**src/cgen_pkg.sv**
```systemverilog
// Shared constants, register indexes and cell control type for the CRC codeword generator.
// No dependencies.
`timescale 1ns / 1ps
`default_nettype none

package cgen_pkg;

  localparam int GEN_W          = 32;
  localparam int DEG_W          = 6;
  localparam int CFG_IDX_W      = 2;
  localparam int MAX_DEGREE_DEF = 32;

  localparam logic [GEN_W-1:0] GEN_LOW_RST = 32'd7;
  localparam logic [DEG_W-1:0] DEG_RST     = 6'd3;

  typedef enum logic [CFG_IDX_W-1:0] {
    REG_GENERATOR_LOW    = 2'd0,
    REG_GENERATOR_DEGREE = 2'd1
  } cfg_reg_t;

  typedef struct packed {
    logic shift;
    logic clear;
    logic fb;
  } cell_ctl_t;

endpackage

`default_nettype wire

```
**src/crc_codeword_generator.sv**
```systemverilog
// Top level of the serial systematic CRC codeword generator.
// Depends on cgen_pkg and cgen_cell.
`timescale 1ns / 1ps
`default_nettype none

// Serial CRC encoder with a programmable generator of degree r (1..MAX_DEGREE). Message bits
// are taken one per cycle while the output is not stalled and no remainder is being
// flushed; each is passed through as a code bit while a row of cells, one per remainder
// bit, divides by the generator. After the bit marked last, the r remainder bits are shifted
// out of the cell row MSB first, one per cycle while the output is not stalled, and the input
// is held off until all of them are out. A generator with a zero constant term or an even
// number of terms yields no code bits; the last bit of the message then gives one result
// with bad_generator set. cfg_ready is always high; a write applies from the next request on.
module crc_codeword_generator
  import cgen_pkg::*;
#(
  parameter int MAX_DEGREE = MAX_DEGREE_DEF
) (
  input  wire logic                 clk,
  input  wire logic                 rst_n,
  input  wire logic                 in_valid,
  output logic                      in_ready,
  input  wire logic                 in_message_bit,
  input  wire logic                 in_is_last,
  output logic                      out_valid,
  input  wire logic                 out_ready,
  output logic                      out_code_bit,
  output logic                      out_end_of_word,
  output logic                      out_bad_generator,
  input  wire logic                 cfg_valid,
  output logic                      cfg_ready,
  input  wire logic [CFG_IDX_W-1:0] cfg_index,
  input  wire logic [GEN_W-1:0]     cfg_data
);

  localparam int EW = $clog2(MAX_DEGREE + 1);

  logic [GEN_W-1:0]      gen_low_r;
  logic [DEG_W-1:0]      deg_r;
  logic [EW-1:0]         r_eff;
  logic [MAX_DEGREE-1:0] act;
  logic [MAX_DEGREE-1:0] topsel;
  logic [MAX_DEGREE-1:0] g_full;
  logic [MAX_DEGREE-1:0] g_m;
  logic [MAX_DEGREE-1:0] rem_q;
  logic                  bad;
  logic                  top;

  logic                  out_valid_r, out_valid_nxt;
  logic                  out_code_bit_r, out_code_bit_nxt;
  logic                  out_end_of_word_r, out_end_of_word_nxt;
  logic                  out_bad_generator_r, out_bad_generator_nxt;
  logic [EW-1:0]         cnt_r, cnt_nxt;

  logic                  adv;
  logic                  flushing;
  logic                  acc;
  cell_ctl_t             ctl;

  assign cfg_ready = 1'b1;

  always_ff @(posedge clk) begin
    if (!rst_n) begin
      gen_low_r <= GEN_LOW_RST;
      deg_r     <= DEG_RST;
    end else if (cfg_valid && cfg_ready) begin
      case (cfg_reg_t'(cfg_index))
        REG_GENERATOR_LOW:    gen_low_r <= cfg_data;
        REG_GENERATOR_DEGREE: deg_r     <= cfg_data[DEG_W-1:0];
        default: ;
      endcase
    end
  end

  always_comb begin
    if (deg_r == '0) begin
      r_eff = EW'(1);
    end else if (int'(deg_r) > MAX_DEGREE) begin
      r_eff = EW'(MAX_DEGREE);
    end else begin
      r_eff = EW'(deg_r);
    end
  end

  for (genvar i = 0; i < MAX_DEGREE; i++) begin : g_dec
    assign act[i]    = int'(r_eff) > i;
    assign topsel[i] = int'(r_eff) == i + 1;
    if (i < GEN_W) begin : g_in
      assign g_full[i] = gen_low_r[i];
    end else begin : g_out
      assign g_full[i] = 1'b0;
    end
  end

  assign g_m = g_full & act;
  assign bad = !g_m[0] || (^g_m);
  assign top = |(rem_q & topsel);

  assign adv      = !out_valid_r || out_ready;
  assign flushing = cnt_r != '0;
  assign in_ready = !flushing && adv;
  assign acc      = in_valid && in_ready;

  always_comb begin
    ctl.clear = acc && bad && in_is_last;
    ctl.shift = (acc && !bad) || (flushing && adv);
    ctl.fb    = acc && (in_message_bit ^ top);
  end

  for (genvar i = 0; i < MAX_DEGREE; i++) begin : g_cell
    logic sin;
    if (i == 0) begin : g_first
      assign sin = 1'b0;
    end else begin : g_next
      assign sin = rem_q[i-1];
    end
    cgen_cell u_cell (
      .clk      (clk),
      .rst_n    (rst_n),
      .ctl      (ctl),
      .active   (act[i]),
      .g_bit    (g_full[i]),
      .shift_in (sin),
      .q        (rem_q[i])
    );
  end

  always_comb begin
    out_valid_nxt         = out_valid_r;
    out_code_bit_nxt      = out_code_bit_r;
    out_end_of_word_nxt   = out_end_of_word_r;
    out_bad_generator_nxt = out_bad_generator_r;
    cnt_nxt               = cnt_r;
    if (acc && !bad) begin
      out_valid_nxt         = 1'b1;
      out_code_bit_nxt      = in_message_bit;
      out_end_of_word_nxt   = 1'b0;
      out_bad_generator_nxt = 1'b0;
      if (in_is_last) begin
        cnt_nxt = r_eff;
      end
    end else if (acc && in_is_last) begin
      out_valid_nxt         = 1'b1;
      out_code_bit_nxt      = 1'b0;
      out_end_of_word_nxt   = 1'b1;
      out_bad_generator_nxt = 1'b1;
    end else if (flushing && adv) begin
      out_valid_nxt         = 1'b1;
      out_code_bit_nxt      = top;
      out_end_of_word_nxt   = cnt_r == EW'(1);
      out_bad_generator_nxt = 1'b0;
      cnt_nxt               = cnt_r - EW'(1);
    end else if (out_ready) begin
      out_valid_nxt = 1'b0;
    end
  end

  always_ff @(posedge clk) begin
    if (!rst_n) begin
      out_valid_r <= 1'b0;
      cnt_r       <= '0;
    end else begin
      out_valid_r <= out_valid_nxt;
      cnt_r       <= cnt_nxt;
    end
  end

  always_ff @(posedge clk) begin
    out_code_bit_r      <= out_code_bit_nxt;
    out_end_of_word_r   <= out_end_of_word_nxt;
    out_bad_generator_r <= out_bad_generator_nxt;
  end

  assign out_valid         = out_valid_r;
  assign out_code_bit      = out_code_bit_r;
  assign out_end_of_word   = out_end_of_word_r;
  assign out_bad_generator = out_bad_generator_r;

endmodule

`default_nettype wire

```
**src/cgen_cell.sv**
```systemverilog
// One remainder bit of the CRC shift register.
// Depends on cgen_pkg for the cell control struct.
`timescale 1ns / 1ps
`default_nettype none

module cgen_cell
  import cgen_pkg::*;
(
  input  wire logic      clk,
  input  wire logic      rst_n,
  input  wire cell_ctl_t ctl,
  input  wire logic      active,
  input  wire logic      g_bit,
  input  wire logic      shift_in,
  output logic           q
);

  logic q_r;
  logic q_nxt;

  always_comb begin
    q_nxt = q_r;
    if (ctl.clear) begin
      q_nxt = 1'b0;
    end else if (ctl.shift) begin
      q_nxt = active ? (shift_in ^ (ctl.fb & g_bit)) : 1'b0;
    end
  end

  always_ff @(posedge clk) begin
    if (!rst_n) begin
      q_r <= 1'b0;
    end else begin
      q_r <= q_nxt;
    end
  end

  assign q = q_r;

endmodule

`default_nettype wire

```
**config.mk**
```make
export PLATFORM = sky130hd
export DESIGN_NAME = crc_codeword_generator
export DESIGN_NICKNAME = d
export VERILOG_FILES = /design/src/cgen_pkg.sv /design/src/crc_codeword_generator.sv /design/src/cgen_cell.sv
export SDC_FILE = /design/constraint.sdc
export NUM_CORES = 1
export LEC_CHECK = 0
export BUFFER_PORTS_ARGS = -buffer_cell sky130_fd_sc_hd__buf_2
export CORE_MARGIN = 8
export CORE_UTILIZATION = 50
export DETAILED_ROUTE_END_ITERATION = 10
export PLACE_DENSITY = 0.69
export SLEW_MARGIN = 25
export SYNTH_ARGS = -nofsm -noshare
export SYNTH_HDL_FRONTEND = slang
export SYNTH_SLANG_ARGS = --single-unit
```
**constraint.sdc**
```tcl
create_clock -name clk -period 7.7 [get_ports clk]
set_clock_uncertainty 0.05 [all_clocks]
set_input_delay 1.155 -clock clk [delete_from_list [all_inputs] [get_ports clk]]
set_output_delay 1.155 -clock clk [all_outputs]
set_load 0.02 [all_outputs]
```
==> results of run 1 <==
## Yosys cell counts (2+ instances only)
library cell	number
xor2_1	5
a211o_1	2
nor2_2	2
o31ai_1	2
o211a_1	2
nor2b_1	4
buf_2	15
nand2_1	125
a32oi_1	3
a21boi_0	2
a31oi_1	6
a2111oi_0	2
clkbuf_1	26
a41o_1	2
xnor2_1	34
o211ai_1	32
buf_4	8
and3_1	10
nor3b_1	6
nor3_1	13
o21a_1	14
nand2b_1	3
and2_1	8
o22ai_1	4
nor2_1	29
a311oi_1	2
mux2_2	2
a221oi_1	3
dfxtp_1	79
or3_1	2
nand4_1	5
nand3b_1	5
ha_1	2
a21oi_1	75
or2_2	3
a221o_1	2
mux2i_1	13
xnor3_1	2
o21bai_1	5
inv_1	7
o31a_1	2
nor4_2	6
nand3_1	33
o21ai_0	14
## registers in the layout (all words and copies together), names as in the netlist
register / count
deg_r: 6
out_bad_generator: 1
out_valid: 1
out_end_of_word: 1
cnt_r: 6
g_full: 32
out_code_bit: 1
g_cell.u_cell.q: 32
## cell families after synthesis
group | count (synthesis) | share of synthesized area
buf+inv | 60 | 0.05510
flops | 80 | 0.3155
compound gates | 188 | 0.2459
simple gates | 261 | 0.2469
fa+ha+maj | 2 | 0.004898
mux | 16 | 0.03429
other cells | 1 | 0.0007340
xor+xnor | 46 | 0.09674
## worst max-delay path, cell delays in order, from the launching register on
cell	delay [ns]
dfxtp_1	0.97
nor2_2	0.29
a211oi_2	0.31
xnor3_1	0.34
xor3_1	0.39
xnor3_2	0.31
xor2_4	0.22
xnor2_2	0.45
nor2_1	0.19
o21ai_4	0.67
a21oi_1	0.09
## power breakdown
part           switching (W)  internal [W]
Combinational       0.000296      0.000126
Sequential         0.0000310      0.000444
Clock               0.000167      0.000160
Total               0.000494      0.000731
## layout make-up
type	instances	share of cell area
multi-input combinational	514	0.5840
sequential	80	0.2908
timing repair buffer	53	0.05143
tap	136	0.03068
clock buffer	10	0.02481
clock inverter	6	0.01218
inverter	9	0.006091
## worst max path at each step
stage,start,end,slack (ns)
floorplan,deg_r[5]$_SDFFE_PN0P_,g_cell[12].u_cell.q$_SDFFE_PP0P_,4.57
global placement,deg_r[1]$_SDFFE_PN1P_,g_cell[3].u_cell.q$_SDFFE_PP0P_,3.07
detailed placement,deg_r[1]$_SDFFE_PN1P_,g_cell[3].u_cell.q$_SDFFE_PP0P_,2.97
CTS,deg_r[1]$_SDFFE_PN1P_,g_cell[3].u_cell.q$_SDFFE_PP0P_,2.97
global route,deg_r[4]$_SDFFE_PN0P_,g_cell[4].u_cell.q$_SDFFE_PP0P_,3.00
finish,deg_r[4]$_SDFFE_PN0P_,g_cell[21].u_cell.q$_SDFFE_PP0P_,3.26
## per-layer routing
layer / share of wire / vias up
met5: 0 / -
met4: 0.028 / 0
met3: 0.073 / 32
met2: 0.44 / 202
met1: 0.46 / 2309
li1: - / 2363
## per-stage QoR
| stage | util | worst slack (ns) |
|---|---|---|
| after floorplan | - | 4.569 |
| after global placement | 0.5252 | 3.070 |
| after detailed placement | 0.5260 | 2.973 |
| after CTS | 0.5462 | 2.966 |
| after global routing | 0.5471 | 3.002 |
| final | 0.5471 | 3.257 |
==> impl_metrics.py, run 1 <==
metrics = {
    "timing": {
        "post-route-period-util": 0.5770,
        "finalHoldViolCount": 0,
        "finalSetupViolCount": 0,
        "max_slew.worst_pin.slew_ns": 0.9813,
        "final-max-slew-violation-count": 0,
        "hold_ws_ns": 0.4377,
        "fin_tns_setup_ns": 0,
        "relSlewSlack": 0.3449,
        "rsz0062_at_grt": "no",
        "fmax_mhz": 225.1,
        "layout_min_cycle_time_ns": 4.443,
    },
    "global_route": {
        "track_usage": 0.2401,
        "grt_pass1_vias": 4556,
        "met2_usage": 0.3592,
        "grt_max_degree": 44,
        "antenna_found_initial": 0,
        "grt_overflow": 0,
        "grt_pass1_wl_mm": 25.43,
        "use_met1": 0.3389,
        "grt_busiest_layer": "met2",
        "gr-usage-met3": 0.04053,
    },
    "logic_synthesis": {
        "netlist_top_cells_area": "dfxtp_1, nand2_1, a21oi_1",
        "netlist_area_mm2": 0.005109,
        "yosysSeqAreaShare": 0.3155,
        "synth-main-ff-cell": "dfxtp_1",
        "syn_avg_cell_area_um2": 7.811,
        "ys_seq_elements": 80,
        "ys.warnings.count": 0,
        "netlist_instances": 654,
        "netlist-cell-type-count": 77,
        "synth-edff-count": 1,
        "yosys.area.top_type": "dfxtp_1",
        "async_reset_ff_frac": 0,
        "synth_nets": 697,
        "yosysTopAreaCellShare": 0.3096,
    },
    "routing": {
        "wl_mm": 15.43,
        "wl_per_cell_um": 19.09,
        "drt_pass1_iterations": 5,
        "first_iter_violations": 494,
        "vias": 4906,
        "drc": 0,
        "viasPerCell": 6.072,
        "antenna_left": 0,
    },
    "floorplanning": {
        "dieArea_mm2": 0.01371,
        "num_rows": 37,
        "die_height_um": 117.1,
        "fp.coreArea_mm2": 0.01014,
        "initial_core_util": 0.5039,
        "ioPinCount": 47,
        "die_w_um": 117.1,
    },
    "cells_and_area": {
        "seqCellArea_mm2": 0.001613,
        "layout_commonest_cell": "nand2_1",
        "multi_input_area_mm2": 0.003239,
        "drive_gt1_frac": 0.1503,
        "fin_cells": 808,
        "nets": 710,
        "fill_cells": 979,
        "syn_to_final_growth_pct": 8.572,
        "n_antenna_cell": 0,
        "finalInstanceArea_mm2": 0.005547,
        "final_cell_mix": "nand2_1, dfxtp_1, a21oi_1",
    },
    "placement": {
        "dp_cells": 792,
        "portBuffers": 45,
        "routabilityCongestion": 0.9677,
        "post_dp_cell_area_mm2": 0.005333,
        "dp_hpwl_mm": 11.30,
    },
    "outcome": {
        "outcome": "complete, no violations",
    },
    "clock_network": {
        "path_clk_slew_ns": 0.08,
        "clk_path_buf_depth": 2,
        "worst_skew_pair.late_latency_ns": 0.36,
        "hold_buffers": 0,
        "post_cts_buffers": 0,
        "cts_root_buf": "clkbuf_8",
        "cts_made_buffers": 9,
        "cts_tree": "yes",
        "ctsResizeCount": 0,
        "cts_max_level": 3,
        "clock-sinks": 80,
    },
    "hold_path": {
        "min_from": "g_full[13]$_SDFFE_PN0P_",
        "whs_path_depth": 2,
        "hp-class": "reg -> reg",
        "hold_path_end": "g_full[13]$_SDFFE_PN0P_",
    },
    "worst_setup_path": {
        "crit_path_end_kind": "register",
        "r2r-start": "deg_r[4]$_SDFFE_PN0P_",
        "path_class": "reg -> reg",
        "crit_fanout": 26,
        "crit_required_ns": 7.86,
        "r2r-end": "g_cell[21].u_cell.q$_SDFFE_PP0P_",
        "critPathLaunchType": "register",
        "r2r_cells": 10,
        "r2r_setup_slack_ns": 3.26,
        "crit_arrival_ns": 4.60,
    },
    "run": {
        "drv_cap": 0,
    },
    "pwr": {
        "p_per_area_mw_per_mm2": 220.7,
        "p_leak_nw": 1.978,
        "peakVddDrop_uv": 151.4,
        "finalPower_w": 0.001224,
    },
}
No activity file was read; power rests on OpenSTA's default activity.
==> inputs of run 2 (changes only) <==
- PLACE_DENSITY: 0.69 -> 0.72
- clock period: 7.7 -> 4 ns (I/O delays scaled with it)
==> impl_metrics.py, run 2 (synthesis gave the netlist of run 1 again) <==
metrics = {
    "outcome": {
        "outcome": "complete, no violations",
    },
    "worst_setup_path": {
        "path_delay_family": "XOR/XNOR gates",
        "cpPeakStageDelay_ns": 0.61,
        "crit_path_end_kind": "register",
        "cp_cell_sequence": "buf_12 -> o21ai_0 -> a21boi_0 -> xnor3_1 -> xor3_1 -> xnor3_2 -> xor2_4 -> xnor2_2 -> nor2_1 -> o21ai_2 -> buf_4 -> a21oi_1",
        "crit_required_ns": 4.18,
        "crit_fanout": 31,
        "crit_arrival_ns": 3.96,
        "cpMaxStageDelayCell": "dfxtp_1",
        "path_class": "reg -> reg",
        "worst-path-buf-inv": 2,
        "critPathLaunchType": "register",
    },
    "clock_network": {
        "clock-sinks": 80,
        "clk_path_buf_depth": 2,
        "cts_made_buffers": 9,
        "post_cts_buffers": 0,
        "cts_tree": "yes",
        "ctsResizeCount": 0,
        "path_clk_slew_ns": 0.09,
        "hold_buffers": 0,
        "cts_root_buf": "clkbuf_8",
        "worst_skew_pair.late_latency_ns": 0.36,
        "cts_max_level": 3,
    },
    "placement": {
        "portBuffers": 45,
        "routabilityCongestion": 0.9617,
        "dp_hpwl_mm": 11.41,
        "dp_slack_ns": 0.3027,
    },
    "cells_and_area": {
        "drive_gt1_frac": 0.1635,
        "n_antenna_cell": 0,
        "nets": 723,
        "final_cell_mix": "nand2_1, dfxtp_1, a21oi_1",
        "layout_commonest_cell": "nand2_1",
        "utilization": 0.5574,
        "syn_to_final_growth_pct": 10.63,
    },
    "routing": {
        "wl_mm": 15.23,
        "viasPerCell": 6.138,
        "first_iter_violations": 540,
        "drc": 0,
        "drt_pass1_iterations": 5,
        "antenna_left": 0,
        "wl_per_cell_um": 18.54,
        "vias": 5039,
    },
    "timing": {
        "setup_slack_ns": 0.2280,
        "finalSetupViolCount": 0,
        "relSlewSlack": 0.5171,
        "fmax_mhz": 265.1,
        "layout_min_cycle_time_ns": 3.772,
        "finalHoldViolCount": 0,
        "fin_tns_setup_ns": 0,
        "post-route-period-util": 0.9430,
        "final-max-slew-violation-count": 0,
        "max_slew.worst_pin.slew_ns": 0.7227,
        "rsz0062_at_grt": "no",
    },
    "pwr": {
        "finalPower_w": 0.002323,
        "p_leak_nw": 2.039,
        "p_per_area_mw_per_mm2": 411.1,
        "peakVddDrop_uv": 245.6,
    },
    "run": {
        "drv_cap": 0,
    },
    "global_route": {
        "track_usage": 0.2299,
        "antenna_found_initial": 0,
        "grt_max_degree": 41,
        "grt_overflow": 0,
        "grt_pass1_vias": 4646,
        "grt_pass1_wl_mm": 24.52,
    },
    "floorplanning": {
        "initial_core_util": 0.5039,
        "fp.coreArea_mm2": 0.01014,
        "dieArea_mm2": 0.01371,
        "num_rows": 37,
        "die_height_um": 117.1,
        "ioPinCount": 47,
        "die_w_um": 117.1,
    },
    "hold_path": {
        "hp-class": "in -> reg",
    },
}
==> run 2: cell types whose count changed in the layout (fill, tap and decap cells not counted), sizes merged <==
cell	delta
buf	+13
inv	+1
bufinv	-1
==> run 2: final cells by class <==
| cell class | instances | area [um2] |
|---|---|---|
| fill | 961 | 4487 |
| clock inverter | 6 | 43.79 |
| clock buffer | 10 | 127.6 |
| sequential | 80 | 1612 |
| timing repair buffer | 66 | 432.9 |
| tap | 136 | 170.2 |
| multi-input combinational | 514 | 3232 |
| inverter | 9 | 33.78 |
==> run 2: where the power goes <==
| part | switching [W] | leakage (nW) | internal (W) |
|---|---|---|---|
| logic | 0.000576 | 1.30 | 0.000286 |
| clock network | 0.000322 | 0.0832 | 0.000228 |
| registers | 0.0000568 | 0.652 | 0.000855 |
| total | 0.000954 | 2.04 | 0.00137 |
==> run 2: metrics by stage <==
stage	cell area (um2)	std cells	hold slack, ns
CTS	5652	821	0.4016
finish	5652	821	0.4190
global placement	5473	805	0.4126
detailed placement	5480	805	0.4237
global route	5652	821	0.4160
floorplan	5109	654	0.3856
==> run 2: worst paths after layout <==
| check | start | endpoint | slack [ns] | cells after the start |
|---|---|---|---|---|
| max | deg_r[2]$_SDFFE_PN0P_ | g_cell[30].u_cell.q$_SDFFE_PP0P_ | 0.23 | 12 |
| min | cfg_data[7] | g_full[7]$_SDFFE_PN0P_ | 0.42 | 3 |
| max reg2reg | deg_r[2]$_SDFFE_PN0P_ | g_cell[30].u_cell.q$_SDFFE_PP0P_ | 0.23 | 12 |
| min reg2reg | g_full[21]$_SDFFE_PN0P_ | g_full[21]$_SDFFE_PN0P_ | 0.44 | 2 |
==> run 2: worst reg2reg max path, stage by stage, from the launching register on <==
cell      delay (ns)
dfxtp_1         0.61
buf_12          0.25
o21ai_0         0.12
a21boi_0        0.28
xnor3_1         0.28
xor3_1          0.39
xnor3_2         0.31
xor2_4          0.22
xnor2_2         0.46
nor2_1          0.17
o21ai_2         0.14
buf_4           0.30
a21oi_1         0.09
==> run 2: metal layers <==
layer	track usage	up-vias	routed length, um
met2	0.3581	284	6787
met5	0	-	0
met4	0.08191	0	394
met1	0.3021	2343	6637
met3	0.05747	38	1406
li1	-	2374	-
==> inputs of run 3 (changes only) <==
- RECOVER_POWER: not set -> 25
==> impl_metrics.py, run 3 (synthesis gave the netlist of run 1 again) <==
metrics = {
    "worst_setup_path": {
        "critPathLaunchType": "register",
        "crit_path_end_kind": "register",
        "crit_fanout": 31,
        "crit_arrival_ns": 3.95,
        "path_class": "reg -> reg",
        "crit_required_ns": 4.18,
    },
    "pwr": {
        "pwr-share-comb": 0.369,
        "p_switching_w": 0.0009521,
        "p_seq_frac": 0.394,
        "p_per_area_mw_per_mm2": 411.0,
        "swShare": 0.4111,
        "peakVddDrop_uv": 244.3,
        "p_leak_nw": 2.014,
        "clockPowerShare": 0.237,
        "finalPower_w": 0.002316,
        "p_int_w": 0.001364,
    },
    "floorplanning": {
        "num_rows": 37,
        "initial_core_util": 0.5039,
        "fp.coreArea_mm2": 0.01014,
        "die_w_um": 117.1,
        "die_height_um": 117.1,
        "dieArea_mm2": 0.01371,
        "ioPinCount": 47,
    },
    "cells_and_area": {
        "nets": 723,
        "multi_input_area_mm2": 0.003227,
        "drive_gt1_frac": 0.1504,
        "seqCellArea_mm2": 0.001612,
        "layout_commonest_cell": "nand2_1",
        "syn_to_final_growth_pct": 10.31,
        "n_antenna_cell": 0,
        "final_cell_mix": "nand2_1, dfxtp_1, a21oi_1",
        "fill_cells": 966,
    },
    "timing": {
        "layout_min_cycle_time_ns": 3.771,
        "final-max-slew-violation-count": 0,
        "finalSetupViolCount": 0,
        "max_slew.worst_pin.slew_ns": 1.217,
        "rsz0062_at_grt": "no",
        "post-route-period-util": 0.9427,
        "relSlewSlack": 0.1868,
        "fmax_mhz": 265.2,
        "fin_tns_setup_ns": 0,
        "finalHoldViolCount": 0,
    },
    "clock_network": {
        "worst_skew_pair.late_latency_ns": 0.36,
        "cts_tree": "yes",
        "cts_max_level": 3,
        "hold_buffers": 0,
        "path_clk_slew_ns": 0.09,
        "clock-sinks": 80,
        "cts_made_buffers": 9,
        "cts_root_buf": "clkbuf_8",
        "ctsResizeCount": 0,
        "post_cts_buffers": 0,
        "clk_path_buf_depth": 2,
    },
    "routing": {
        "vias": 5052,
        "viasPerCell": 6.153,
        "wl_mm": 15.22,
        "first_iter_violations": 513,
        "antenna_left": 0,
        "drt_pass1_iterations": 5,
        "drc": 0,
        "wl_per_cell_um": 18.54,
    },
    "hold_path": {
        "hp-class": "in -> reg",
    },
    "global_route": {
        "grt_max_degree": 41,
        "grt_pass1_wl_mm": 24.52,
        "track_usage": 0.2299,
        "antenna_found_initial": 0,
        "grt_pass1_vias": 4646,
        "grt_overflow": 0,
    },
    "placement": {
        "routabilityCongestion": 0.9617,
        "dp_hpwl_mm": 11.41,
        "portBuffers": 45,
    },
    "outcome": {
        "outcome": "complete, no violations",
    },
    "run": {
        "drv_cap": 0,
    },
}
-- run 3: worst max-delay path, stage by stage, from the launching register on --
cell      delay [ns]
dfxtp_1         0.62
buf_12          0.25
o21ai_0         0.12
a21boi_0        0.27
xnor3_1         0.27
xor3_1          0.39
xnor3_2         0.31
xor2_4          0.22
xnor2_2         0.46
nor2_1          0.17
o21ai_2         0.14
buf_4           0.30
a21oi_1         0.07
-- run 3: per-stage QoR --
stage	cells	hold slack [ns]	utilization	cell area, um2	setup slack, ns
CTS	821	0.4016	0.5574	5652	0.2736
global route	821	0.4160	0.5558	5635	0.09563
detailed placement	805	0.4237	0.5405	5480	0.3027
finish	821	0.4193	0.5558	5635	0.2293
global placement	805	0.4126	0.5398	5473	0.3493
floorplan	654	0.3856	-	5109	0.8685
-- run 3: per-layer routing --
layer | up-vias | share of wire | routed length (um) | GRT usage
li1 | 2376 | - | - | -
met1 | 2361 | 0.43 | 6489 | 0.3021
met2 | 281 | 0.45 | 6815 | 0.3581
met3 | 34 | 0.10 | 1535 | 0.05747
met4 | 0 | 0.025 | 378 | 0.08191
met5 | - | 0 | 0 | 0
-- run 3: final timing paths --
path	start	end	slack (ns)	cells past startpoint
max	deg_r[2]$_SDFFE_PN0P_	g_cell[30].u_cell.q$_SDFFE_PP0P_	0.23	12
min	cfg_data[7]	g_full[7]$_SDFFE_PN0P_	0.42	3
max reg2reg	deg_r[2]$_SDFFE_PN0P_	g_cell[30].u_cell.q$_SDFFE_PP0P_	0.23	12
min reg2reg	g_full[21]$_SDFFE_PN0P_	g_full[21]$_SDFFE_PN0P_	0.44	2
-- run 3: power groups by stage --
stage	combinational (W)	sequential (W)	clock, W
2_1_floorplan	0.000609	0.000927	0
3_3_place_gp	0.000825	0.000927	0
3_5_place_dp	0.000845	0.000928	0
4_1_cts	0.000848	0.000910	0.000555
5_1_grt	0.000926	0.000919	0.000588
6_report	0.000855	0.000912	0.000549
-- run 3: final cells by class --
class | count | share of cell area
multi-input cells | 514 | 0.5726
inverters | 9 | 0.005995
clock inverters | 6 | 0.007771
flip-flops and latches | 80 | 0.2860
repair buffers | 66 | 0.07482
well taps | 136 | 0.03020
clock buffers | 10 | 0.02265
